===== config.mk =====
export PLATFORM = sky130hd
export DESIGN_NAME = multilevel_priority_task_picker
export DESIGN_NICKNAME = d
export VERILOG_FILES = /design/src/rtl/core/mlpt_pkg.sv /design/src/rtl/core/mlpt_task_mem.sv /design/src/rtl/core/multilevel_priority_task_picker.sv
export VERILOG_INCLUDE_DIRS = /design/src /design/src/rtl/core
export SDC_FILE = /design/constraint.sdc
export NUM_CORES = 2
export LEC_CHECK = 0
export BUFFER_PORTS_ARGS = -buffer_cell sky130_fd_sc_hd__buf_2
export CAP_MARGIN = 20
export CORE_AREA = 5 5 232 347
export CTS_CLUSTER_SIZE = 30
export DETAILED_ROUTE_END_ITERATION = 12
export DIE_AREA = 0 0 237 352
export PLACE_DENSITY = 0.7
export REMOVE_ABC_BUFFERS = 1
export SYNTH_ARGS = -nofsm -noshare
export SYNTH_HDL_FRONTEND = slang
export SYNTH_SLANG_ARGS = --single-unit

===== constraint.sdc =====
create_clock -name clock -period 9.7 [get_ports clock]
set_clock_uncertainty 0.2 [all_clocks]
set_input_delay 1.94 -clock clock [delete_from_list [all_inputs] [get_ports clock]]
set_output_delay 1.94 -clock clock [all_outputs]
set_load 0.005 [all_outputs]

===== src/rtl/core/multilevel_priority_task_picker_macros.svh =====
// assertion macros for the multilevel priority task picker
`ifndef MULTILEVEL_PRIORITY_TASK_PICKER_MACROS_SVH
`define MULTILEVEL_PRIORITY_TASK_PICKER_MACROS_SVH

`ifndef SYNTH
// same-cycle implication
`define MLPT_ASSERT_NOW(name, clk, rst, pre, post) \
   name: assert property (@(posedge clk) disable iff (rst) (pre) |-> (post)) \
      else $error("mlpt assertion failed");
// next-cycle implication
`define MLPT_ASSERT_NEXT(name, clk, rst, pre, post) \
   name: assert property (@(posedge clk) disable iff (rst) (pre) |=> (post)) \
      else $error("mlpt assertion failed");
`else
`define MLPT_ASSERT_NOW(name, clk, rst, pre, post)
`define MLPT_ASSERT_NEXT(name, clk, rst, pre, post)
`endif

`endif


===== src/rtl/core/mlpt_pkg.sv =====
// shared types, codes and constants of the multilevel priority task picker
package mlpt_pkg;

   // sizes
   localparam int TASK_COUNT_DEF = 64;
   localparam int STATUS_W       = 2;
   localparam int LEVEL_W        = 4;
   localparam int RUNS_W         = 8;
   localparam int IRQ_W          = 8;
   localparam int MODE_W         = 2;
   localparam int TIDX_W         = 6;
   localparam int OUTC_W         = 2;
   localparam int CSR_IDX_W      = 2;
   localparam int CSR_DATA_W     = 8;

   // saturation limits
   localparam logic [LEVEL_W-1:0] LEVEL_MAX = '1;
   localparam logic [RUNS_W-1:0]  RUNS_MAX  = '1;
   localparam logic [IRQ_W-1:0]   IRQ_MAX   = '1;

   // request modes
   localparam logic [MODE_W-1:0] MODE_SET_STATUS = 2'd0;
   localparam logic [MODE_W-1:0] MODE_TIMER_TICK = 2'd1;
   localparam logic [MODE_W-1:0] MODE_YIELD      = 2'd2;

   // task status codes
   localparam logic [STATUS_W-1:0] ST_NOT_RUNNABLE = 2'd0;
   localparam logic [STATUS_W-1:0] ST_RUNNABLE     = 2'd1;
   localparam logic [STATUS_W-1:0] ST_RUNNING      = 2'd2;
   localparam logic [STATUS_W-1:0] ST_DYING        = 2'd3;

   // response outcomes
   localparam logic [OUTC_W-1:0] OUT_ACK  = 2'd0;
   localparam logic [OUTC_W-1:0] OUT_PICK = 2'd1;
   localparam logic [OUTC_W-1:0] OUT_HALT = 2'd2;

   // register indexes
   localparam logic [CSR_IDX_W-1:0] CSR_POLICY_MODE     = 2'd0;
   localparam logic [CSR_IDX_W-1:0] CSR_RUNS_PER_LEVEL  = 2'd1;
   localparam logic [CSR_IDX_W-1:0] CSR_LEVEL_COUNT     = 2'd2;
   localparam logic [CSR_IDX_W-1:0] CSR_IRQ_BOOST_LIMIT = 2'd3;

   // register reset values
   localparam logic               POLICY_RST    = 1'b1;
   localparam logic [RUNS_W-1:0]  RUNS_RST      = 8'd1;
   localparam logic [LEVEL_W-1:0] LEVEL_CNT_RST = 4'd7;
   localparam logic [IRQ_W-1:0]   IRQ_LIM_RST   = 8'd6;

   typedef struct packed {
      logic [MODE_W-1:0]   mode;
      logic [TIDX_W-1:0]   task_index;
      logic [STATUS_W-1:0] new_status;
   } req_type;

   typedef struct packed {
      logic [OUTC_W-1:0] outcome;
      logic [TIDX_W-1:0] picked_task;
      logic              boosted;
   } rsp_type;

   // write side of the task table
   typedef struct packed {
      logic                st_we;
      logic                sc_we;
      logic [STATUS_W-1:0] st_wdata;
      logic [LEVEL_W-1:0]  sc_level;
      logic [RUNS_W-1:0]   sc_count;
   } mem_wr_type;

   typedef enum logic [3:0] {
      S_CLEAR,
      S_IDLE,
      S_EXEC,
      S_BOOST,
      S_CUR_RD,
      S_CUR_CAP,
      S_SCAN,
      S_DECIDE,
      S_RUN_RD,
      S_RUN_WR,
      S_RESP
   } pick_state_type;

endpackage


===== src/rtl/core/mlpt_task_mem.sv =====
// task table: status memory and level / run count memory, one read and one write port
module mlpt_task_mem
   import mlpt_pkg::*;
#(
   parameter int TASK_COUNT = TASK_COUNT_DEF
) (
   input  logic                        clock,
   input  logic [$clog2(TASK_COUNT)-1:0] raddr,
   input  logic [$clog2(TASK_COUNT)-1:0] waddr,
   input  mem_wr_type                  wr,
   output logic [STATUS_W-1:0]         st_rdata,
   output logic [LEVEL_W-1:0]          lvl_rdata,
   output logic [RUNS_W-1:0]           cnt_rdata
);

   localparam int SC_W = LEVEL_W + RUNS_W;

   logic [STATUS_W-1:0] st_mem [TASK_COUNT];
   logic [SC_W-1:0]     sc_mem [TASK_COUNT];
   logic [STATUS_W-1:0] st_rdata_ff;
   logic [SC_W-1:0]     sc_rdata_ff;

   // status memory
   always_ff @(posedge clock) begin
      if (wr.st_we) begin
         st_mem[waddr] <= wr.st_wdata;
      end
      st_rdata_ff <= st_mem[raddr];
   end

   // level and run count memory
   always_ff @(posedge clock) begin
      if (wr.sc_we) begin
         sc_mem[waddr] <= {wr.sc_level, wr.sc_count};
      end
      sc_rdata_ff <= sc_mem[raddr];
   end

   assign st_rdata  = st_rdata_ff;
   assign lvl_rdata = sc_rdata_ff[SC_W-1:RUNS_W];
   assign cnt_rdata = sc_rdata_ff[RUNS_W-1:0];

endmodule


===== src/rtl/core/multilevel_priority_task_picker.sv =====
// multilevel priority task picker top level: sequencer, circular scan and response register
//
//   channel  ports                          direction  moves
//   req      req_valid req_ready req_data   in         set status, timer tick, yield
//   rsp      rsp_valid rsp_ready rsp_data   out        outcome, picked task, boost flag
//   csr      csr_we csr_index csr_wdata     in         policy and limit registers
//
// set status, timer tick and unused mode: S_EXEC goes straight to S_RESP, then back to S_IDLE
// a yield fetches the current entry, scans the table at one table read per cycle, then picks or halts
// each global boost adds a sweep over every entry of the level and run count memory (at most two per yield)
// after reset a clearing pass over every table entry runs with req_ready low
// a new request is taken while the previous response still waits; the sequencer
// only stalls in its final step until the response register is free
`include "multilevel_priority_task_picker_macros.svh"

module multilevel_priority_task_picker
   import mlpt_pkg::*;
#(
   parameter int TASK_COUNT = TASK_COUNT_DEF
) (
   input  logic                  clock,
   input  logic                  reset,
   input  logic                  req_valid,
   output logic                  req_ready,
   input  req_type               req_data,
   output logic                  rsp_valid,
   input  logic                  rsp_ready,
   output rsp_type               rsp_data,
   input  logic                  csr_we,
   input  logic [CSR_IDX_W-1:0]  csr_index,
   input  logic [CSR_DATA_W-1:0] csr_wdata
);

   localparam int IDX_W = $clog2(TASK_COUNT);
   localparam int CNT_W = $clog2(TASK_COUNT + 1);
   localparam logic [IDX_W-1:0] LAST_IDX = IDX_W'(TASK_COUNT - 1);
   localparam logic [CNT_W-1:0] SCAN_LEN = CNT_W'(TASK_COUNT);

   pick_state_type state_ff, state_in;

   // configuration
   logic               policy_ff, policy_in;
   logic [RUNS_W-1:0]  rpl_ff, rpl_in;
   logic [LEVEL_W-1:0] lvlcnt_ff, lvlcnt_in;
   logic [IRQ_W-1:0]   irqlim_ff, irqlim_in;

   // scheduler state
   logic [IRQ_W-1:0]   irq_cnt_ff, irq_cnt_in;
   logic               cur_valid_ff, cur_valid_in;
   logic [IDX_W-1:0]   cur_task_ff, cur_task_in;
   logic [STATUS_W-1:0] cur_state_ff, cur_state_in;
   logic [LEVEL_W-1:0] cur_level_ff, cur_level_in;
   logic [RUNS_W-1:0]  cur_count_ff, cur_count_in;

   // request and sweep / scan control
   req_type            req_ff, req_in;
   logic [IDX_W-1:0]   addr_ff, addr_in;
   logic [CNT_W-1:0]   issue_cnt_ff, issue_cnt_in;
   logic               rd_vld_ff, rd_vld_in;
   logic [IDX_W-1:0]   rd_idx_ff, rd_idx_in;
   logic               fnd_bnd_ff, fnd_bnd_in;
   logic [IDX_W-1:0]   bnd_idx_ff, bnd_idx_in;
   logic               fnd_any_ff, fnd_any_in;
   logic [IDX_W-1:0]   any_idx_ff, any_idx_in;
   logic               boost_ret_ff, boost_ret_in;
   logic [IDX_W-1:0]   pick_ff, pick_in;

   // result
   logic [OUTC_W-1:0]  res_outcome_ff, res_outcome_in;
   logic               res_boosted_ff, res_boosted_in;
   logic               rsp_valid_ff, rsp_valid_in;
   rsp_type            rsp_data_ff, rsp_data_in;

   // table port
   logic [IDX_W-1:0]    mem_raddr;
   logic [IDX_W-1:0]    mem_waddr;
   mem_wr_type          mem_wr;
   logic [STATUS_W-1:0] mem_st;
   logic [LEVEL_W-1:0]  mem_lvl;
   logic [RUNS_W-1:0]   mem_cnt;

   // pick decision
   logic               pick_found;
   logic [IDX_W-1:0]   pick_idx;
   logic               charge;
   logic [LEVEL_W-1:0] new_level;
   logic [IDX_W-1:0]   scan_start;

   function automatic logic [IDX_W-1:0] wrap_inc(input logic [IDX_W-1:0] a);
      if (a == LAST_IDX) begin
         wrap_inc = '0;
      end else begin
         wrap_inc = a + 1'b1;
      end
   endfunction

   mlpt_task_mem #(
      .TASK_COUNT(TASK_COUNT)
   ) u_task_mem (
      .clock     (clock),
      .raddr     (mem_raddr),
      .waddr     (mem_waddr),
      .wr        (mem_wr),
      .st_rdata  (mem_st),
      .lvl_rdata (mem_lvl),
      .cnt_rdata (mem_cnt)
   );

   // control registers
   always_ff @(posedge clock) begin
      if (reset) begin
         state_ff     <= S_CLEAR;
         policy_ff    <= POLICY_RST;
         rpl_ff       <= RUNS_RST;
         lvlcnt_ff    <= LEVEL_CNT_RST;
         irqlim_ff    <= IRQ_LIM_RST;
         irq_cnt_ff   <= '0;
         cur_valid_ff <= 1'b0;
         cur_task_ff  <= '0;
         addr_ff      <= '0;
         issue_cnt_ff <= '0;
         rd_vld_ff    <= 1'b0;
         fnd_bnd_ff   <= 1'b0;
         fnd_any_ff   <= 1'b0;
         boost_ret_ff <= 1'b0;
         rsp_valid_ff <= 1'b0;
      end else begin
         state_ff     <= state_in;
         policy_ff    <= policy_in;
         rpl_ff       <= rpl_in;
         lvlcnt_ff    <= lvlcnt_in;
         irqlim_ff    <= irqlim_in;
         irq_cnt_ff   <= irq_cnt_in;
         cur_valid_ff <= cur_valid_in;
         cur_task_ff  <= cur_task_in;
         addr_ff      <= addr_in;
         issue_cnt_ff <= issue_cnt_in;
         rd_vld_ff    <= rd_vld_in;
         fnd_bnd_ff   <= fnd_bnd_in;
         fnd_any_ff   <= fnd_any_in;
         boost_ret_ff <= boost_ret_in;
         rsp_valid_ff <= rsp_valid_in;
      end
   end

   // payload registers
   always_ff @(posedge clock) begin
      req_ff         <= req_in;
      cur_state_ff   <= cur_state_in;
      cur_level_ff   <= cur_level_in;
      cur_count_ff   <= cur_count_in;
      rd_idx_ff      <= rd_idx_in;
      bnd_idx_ff     <= bnd_idx_in;
      any_idx_ff     <= any_idx_in;
      pick_ff        <= pick_in;
      res_outcome_ff <= res_outcome_in;
      res_boosted_ff <= res_boosted_in;
      rsp_data_ff    <= rsp_data_in;
   end

   // configuration writes
   always_comb begin
      policy_in = policy_ff;
      rpl_in    = rpl_ff;
      lvlcnt_in = lvlcnt_ff;
      irqlim_in = irqlim_ff;
      if (csr_we) begin
         unique case (csr_index)
            CSR_POLICY_MODE:     policy_in = csr_wdata[0];
            CSR_RUNS_PER_LEVEL:  rpl_in    = csr_wdata[RUNS_W-1:0];
            CSR_LEVEL_COUNT:     lvlcnt_in = csr_wdata[LEVEL_W-1:0];
            CSR_IRQ_BOOST_LIMIT: irqlim_in = csr_wdata[IRQ_W-1:0];
            default:             policy_in = policy_ff;
         endcase
      end
   end

   // pick order, policy set: bounded hit, current if running, any hit; else any hit, current if running
   always_comb begin
      pick_found = 1'b1;
      pick_idx   = bnd_idx_ff;
      if (policy_ff && fnd_bnd_ff) begin
         pick_idx = bnd_idx_ff;
      end else if (!policy_ff && fnd_any_ff) begin
         pick_idx = any_idx_ff;
      end else if (cur_valid_ff && (cur_state_ff == ST_RUNNING)) begin
         pick_idx = cur_task_ff;
      end else if (policy_ff && fnd_any_ff) begin
         pick_idx = any_idx_ff;
      end else begin
         pick_found = 1'b0;
      end
   end

   // level drop of the yielding task
   assign charge    = policy_ff && cur_valid_ff && (cur_count_ff >= rpl_ff);
   assign new_level = (cur_level_ff == LEVEL_MAX) ? LEVEL_MAX : cur_level_ff + 1'b1;

   // circular scan start
   always_comb begin
      if (cur_valid_ff) begin
         scan_start = wrap_inc(cur_task_ff);
      end else if (policy_ff) begin
         scan_start = IDX_W'(1);
      end else begin
         scan_start = '0;
      end
   end

   // sequencer: next state and datapath control
   always_comb begin
      state_in       = state_ff;
      irq_cnt_in     = irq_cnt_ff;
      cur_valid_in   = cur_valid_ff;
      cur_task_in    = cur_task_ff;
      cur_state_in   = cur_state_ff;
      cur_level_in   = cur_level_ff;
      cur_count_in   = cur_count_ff;
      req_in         = req_ff;
      addr_in        = addr_ff;
      issue_cnt_in   = issue_cnt_ff;
      rd_vld_in      = 1'b0;
      rd_idx_in      = rd_idx_ff;
      fnd_bnd_in     = fnd_bnd_ff;
      bnd_idx_in     = bnd_idx_ff;
      fnd_any_in     = fnd_any_ff;
      any_idx_in     = any_idx_ff;
      boost_ret_in   = boost_ret_ff;
      pick_in        = pick_ff;
      res_outcome_in = res_outcome_ff;
      res_boosted_in = res_boosted_ff;
      rsp_valid_in   = rsp_valid_ff && !rsp_ready;
      rsp_data_in    = rsp_data_ff;
      req_ready      = 1'b0;
      mem_raddr      = addr_ff;
      mem_waddr      = addr_ff;
      mem_wr         = '0;

      unique case (state_ff)
         // clear the whole table after reset
         S_CLEAR: begin
            mem_wr.st_we = 1'b1;
            mem_wr.sc_we = 1'b1;
            addr_in      = wrap_inc(addr_ff);
            if (addr_ff == LAST_IDX) begin
               state_in = S_IDLE;
            end
         end

         // take a request
         S_IDLE: begin
            req_ready = 1'b1;
            if (req_valid) begin
               req_in   = req_data;
               state_in = S_EXEC;
            end
         end

         // dispatch by mode
         S_EXEC: begin
            res_outcome_in = OUT_ACK;
            res_boosted_in = 1'b0;
            state_in       = S_RESP;
            case (req_ff.mode)
               MODE_SET_STATUS: begin
                  if (32'(req_ff.task_index) < TASK_COUNT) begin
                     mem_waddr       = IDX_W'(req_ff.task_index);
                     mem_wr.st_we    = 1'b1;
                     mem_wr.st_wdata = req_ff.new_status;
                  end
               end
               MODE_TIMER_TICK: begin
                  if (irq_cnt_ff != IRQ_MAX) begin
                     irq_cnt_in = irq_cnt_ff + 1'b1;
                  end
               end
               MODE_YIELD: begin
                  if (irq_cnt_ff > irqlim_ff) begin
                     irq_cnt_in     = '0;
                     res_boosted_in = 1'b1;
                     boost_ret_in   = 1'b0;
                     addr_in        = '0;
                     state_in       = S_BOOST;
                  end else begin
                     state_in = S_CUR_RD;
                  end
               end
               default: begin
                  state_in = S_RESP;
               end
            endcase
         end

         // global boost: zero every level and run count
         S_BOOST: begin
            mem_wr.sc_we = 1'b1;
            addr_in      = wrap_inc(addr_ff);
            if (addr_ff == LAST_IDX) begin
               state_in = boost_ret_ff ? S_RUN_RD : S_CUR_RD;
            end
         end

         // fetch the current task entry
         S_CUR_RD: begin
            mem_raddr = cur_task_ff;
            state_in  = S_CUR_CAP;
         end

         S_CUR_CAP: begin
            cur_state_in = mem_st;
            cur_level_in = cur_valid_ff ? mem_lvl : '0;
            cur_count_in = mem_cnt;
            addr_in      = scan_start;
            issue_cnt_in = '0;
            fnd_bnd_in   = 1'b0;
            fnd_any_in   = 1'b0;
            state_in     = S_SCAN;
         end

         // one table read per cycle, compared in the cycle after the read
         S_SCAN: begin
            if (issue_cnt_ff != SCAN_LEN) begin
               mem_raddr    = addr_ff;
               rd_vld_in    = 1'b1;
               rd_idx_in    = addr_ff;
               addr_in      = wrap_inc(addr_ff);
               issue_cnt_in = issue_cnt_ff + 1'b1;
            end
            if (rd_vld_ff && (mem_st == ST_RUNNABLE)) begin
               if (!fnd_any_ff) begin
                  fnd_any_in = 1'b1;
                  any_idx_in = rd_idx_ff;
               end
               if (!fnd_bnd_ff && (mem_lvl <= cur_level_ff)) begin
                  fnd_bnd_in = 1'b1;
                  bnd_idx_in = rd_idx_ff;
               end
            end
            if ((issue_cnt_ff == SCAN_LEN) && !rd_vld_ff) begin
               state_in = S_DECIDE;
            end
         end

         // choose, charge the yielding task, or halt
         S_DECIDE: begin
            if (!pick_found) begin
               cur_valid_in   = 1'b0;
               res_outcome_in = OUT_HALT;
               state_in       = S_RESP;
            end else begin
               pick_in        = pick_idx;
               res_outcome_in = OUT_PICK;
               state_in       = S_RUN_RD;
               if (charge) begin
                  mem_waddr       = cur_task_ff;
                  mem_wr.sc_we    = 1'b1;
                  mem_wr.sc_level = new_level;
                  mem_wr.sc_count = '0;
                  if (new_level >= lvlcnt_ff) begin
                     res_boosted_in = 1'b1;
                     boost_ret_in   = 1'b1;
                     addr_in        = '0;
                     state_in       = S_BOOST;
                  end
               end
            end
         end

         // read the picked entry, demote the old running task
         S_RUN_RD: begin
            mem_raddr = pick_ff;
            if (cur_valid_ff && (cur_state_ff == ST_RUNNING)) begin
               mem_waddr       = cur_task_ff;
               mem_wr.st_we    = 1'b1;
               mem_wr.st_wdata = ST_RUNNABLE;
            end
            state_in = S_RUN_WR;
         end

         // mark picked task running and count one run
         S_RUN_WR: begin
            mem_waddr       = pick_ff;
            mem_wr.st_we    = 1'b1;
            mem_wr.st_wdata = ST_RUNNING;
            mem_wr.sc_we    = 1'b1;
            mem_wr.sc_level = mem_lvl;
            mem_wr.sc_count = (mem_cnt == RUNS_MAX) ? RUNS_MAX : mem_cnt + 1'b1;
            cur_task_in     = pick_ff;
            cur_valid_in    = 1'b1;
            state_in        = S_RESP;
         end

         // hand the result to the response register
         S_RESP: begin
            if (!rsp_valid_ff || rsp_ready) begin
               rsp_valid_in            = 1'b1;
               rsp_data_in.outcome     = res_outcome_ff;
               rsp_data_in.picked_task = (res_outcome_ff == OUT_PICK) ? TIDX_W'(pick_ff) : '0;
               rsp_data_in.boosted     = res_boosted_ff;
               state_in                = S_IDLE;
            end
         end

         default: begin
            state_in = S_IDLE;
         end
      endcase
   end

   assign rsp_valid = rsp_valid_ff;
   assign rsp_data  = rsp_data_ff;

   // checks
   `MLPT_ASSERT_NEXT(a_run_sets_current, clock, reset, state_ff == S_RUN_WR, cur_valid_ff)
   `MLPT_ASSERT_NEXT(a_halt_clears_current, clock, reset,
      (state_ff == S_DECIDE) && !pick_found, !cur_valid_ff)
   `MLPT_ASSERT_NOW(a_ack_has_no_pick, clock, reset,
      rsp_valid_ff && (rsp_data_ff.outcome == OUT_ACK),
      (rsp_data_ff.picked_task == '0) && !rsp_data_ff.boosted)
   `MLPT_ASSERT_NOW(a_scan_bounded, clock, reset, state_ff == S_SCAN, issue_cnt_ff <= SCAN_LEN)

endmodule

==> results.cfg <==
[place]
place_inst = 3961
place_ws_ps = 4080
dp_hpwl_mm = 68.3
gp_congestion = 0.895
port_buffers = 35

[cts]
post_cts_buffers = 0
path_clk_slew_ps = 60
cts_sinks = 1028
cts_tree = yes
hold_buffers = 0
root_buffer = clkbuf_16
cts_resized = 0
cts.htree.levels = 3
clk_latency_ps = 660
cts_buffers = 91
clockBufferDepth = 3

[logic_synthesis]
syn_avg_cell_area_um2 = 13.9
yosys.area.top_type_share_pct = 68.2
async_flop_share_pct = 0
yosys_register_bits = 1028
yosysMostFrequentCell = edfxtp_1
ys_types = 70
ys_seq_area_share_pct = 71.6
synthTopCellsByCount = edfxtp_1 (956), nand2_1 (472), mux2i_1 (231)
synth_edf_count = 956
synthesis.area_mm2 = 0.0421
synth_area_leaders = edfxtp_1 (68%), mux2i_1 (5.5%), nand2_1 (4.2%), dfxtp_1 (3.4%), a32oi_1 (2.2%)
yosys_warnings = 0
syn_inst = 3021
synth_largest_area_cell = edfxtp_1
synth_ff_type = edfxtp_1

[flow_run]
maxCapViolCount = 0

[floorplan]
die_y_um = 352
io_pins = 36
core_area_mm2 = 0.0771
initial_core_util_pct = 54.6
die_area_mm2 = 0.0834
rows = 125
die_width_um = 237

[setup_path]
endpoint_kind = flop
path_max_fanout = 26
critical_path_class = flop to flop
crit_arrival_ps = 5850
cp.required_ps = 9760
cp-start-kind = flop

[timing]
tns_ps = 0
rsz0062_at_grt = no
fin_crit_ps = 5790
fin_crit_sh_pct = 59.7
setup_violations = 0
clock.fmax_ghz = 0.173
fin_ws_ps = 3910
worstMarginPinSlew_ps = 1170
maxSlewHeadroom_pct = 21.0
hold_viol = 0
slew_violations = 0

[drt]
drt_wl_total_mm = 111
first_iter_violations = 2843
wire_per_inst_um = 26.7
vias = 26400
post_drt_via_cell_ratio = 6.35
drt.antenna.violating_nets = 0
drt_pre_antenna_iters = 7
drc = 0

[final_layout]
fin_nets = 3118
stdcell_count = 4155
fill_cells = 5665
synthToLayoutAreaGrowth_pct = 11.4
antenna_cells = 0
drive_gt1_share_pct = 9.97

[power]
p_total_mw = 10.9
cellPowerDensity_mw_per_mm2 = 232
p_leak_nw = 15.8
vdd.ir_drop.worst_mv = 0.162

[hold_path]
hold_class = flop to flop

[grt]
grt_pass1_vias = 26500
grt.total_usage_pct = 25.6
overflow = 0
antenna_found_initial = 1
grt_pass1_wl_mm = 163
grt_max_degree = 141

[outcome]
status = completed
## layout make-up
| class | instances | area, um^2 | share of cell area, % |
|---|---|---|---|
| Multi-Input combinational cell | 1769 | 11200 | 23.9 |
| Clock buffer | 118 | 2500 | 5.33 |
| Clock inverter | 52 | 712 | 1.52 |
| Timing Repair Buffer | 125 | 917 | 1.95 |
| Inverter | 47 | 176 | 0.376 |
| Tap cell | 1016 | 1270 | 2.71 |
| Sequential cell | 1028 | 30100 | 64.2 |
## placed cells by master (no fill, tap or decap), types with 16 or more instances in the layout
cell type	Yosys	routed
dfxtp_1	72	72
and3_1	72	72
a21oi_1	78	72
mux2i_1	231	231
a22oi_1	18	16
a221oi_1	28	28
inv_1	46	46
clkbuf_16	0	94
nand2b_1	19	19
o21ai_0	49	48
a211oi_1	40	40
nand2_1	472	471
nor2_1	230	225
a32oi_1	106	106
buf_4	16	80
edfxtp_1	956	956
nand3_1	92	92
o211a_1	17	17
clkbuf_1	112	18
buf_2	37	36
a31oi_1	42	41
ha_1	31	31
## final timing paths
kind,startpoint,to,slack [ps],cells after the start
hold reg to reg,res_boosted_ff,rsp_data[0],250,0
setup / recovery,state_ff[2],u_task_mem.sc_mem[45][10],3910,8
setup reg to reg,state_ff[2],u_task_mem.sc_mem[45][10],3910,8
hold / removal,res_boosted_ff,rsp_data[0],250,0
## logic make-up (layout without fill, tap and decap cells)
family,Yosys count,count (layout),synth area share (%)
AND/OR/NAND/NOR,971,971,10.1
AO/OA/AOI/OAI,515,515,9.14
buffers and inverters,224,342,2.32
XOR/XNOR,21,21,0.437
flip-flops,1028,1028,71.6
multiplexers,231,231,5.49
adder cells (fa/ha/maj),31,31,0.921
## flip-flops by register name, summed over array words and instances, names as in the netlist, 4 cells and up
register and flops:
u_task_mem.sc_rdata_ff 12, addr_ff 6, irq_cnt_ff 8, state_ff 4
cur_count_ff 8, pick_ff 6, rpl_ff 8, rd_idx_ff 6
u_task_mem.st_mem 128, bnd_idx_ff 6, issue_cnt_ff 7, irqlim_ff 8
cur_task_ff 6, any_idx_ff 6, u_task_mem.sc_mem 768, lvlcnt_ff 4
cur_level_ff 4, rsp_data 9, req_ff 10
## report_power, final
group	internal [mW]	switching (mW)	leakage, nW	total, mW
clock	2.24	1.61	1.54	3.85
combinational	0.620	1.35	6.10	1.97
sequential	4.96	0.118	8.16	5.08
total	7.82	3.09	15.8	10.9
## through the flow
stage	hold slack (ps)	area, um^2	util, %
floorplan	199	41300	-
global placement	217	43500	56.4
detailed placement	227	43500	56.4
CTS	244	46700	60.6
global route	244	46900	60.9
finish	250	46900	60.9
## per-layer routing
| layer | wire, um | share of wire, % | global-route usage [%] |
|---|---|---|---|
| met1 | 40100 | 36 | 30.4 |
| met2 | 56900 | 51 | 44.8 |
| met3 | 7330 | 6.6 | 4.02 |
| met4 | 6430 | 5.8 | 13.4 |
| met5 | 13 | 0.012 | 0 |
## critical path, stage by stage (launching register included)
cell,delay [ps]
dfxtp_1,870
and2b_1,350
nand3_1,250
nand2b_1,480
inv_2,420
a31oi_1,210
a221oi_1,750
nand2_1,790
nor2_1,1060
No activity file was read; power rests on OpenSTA's default activity.
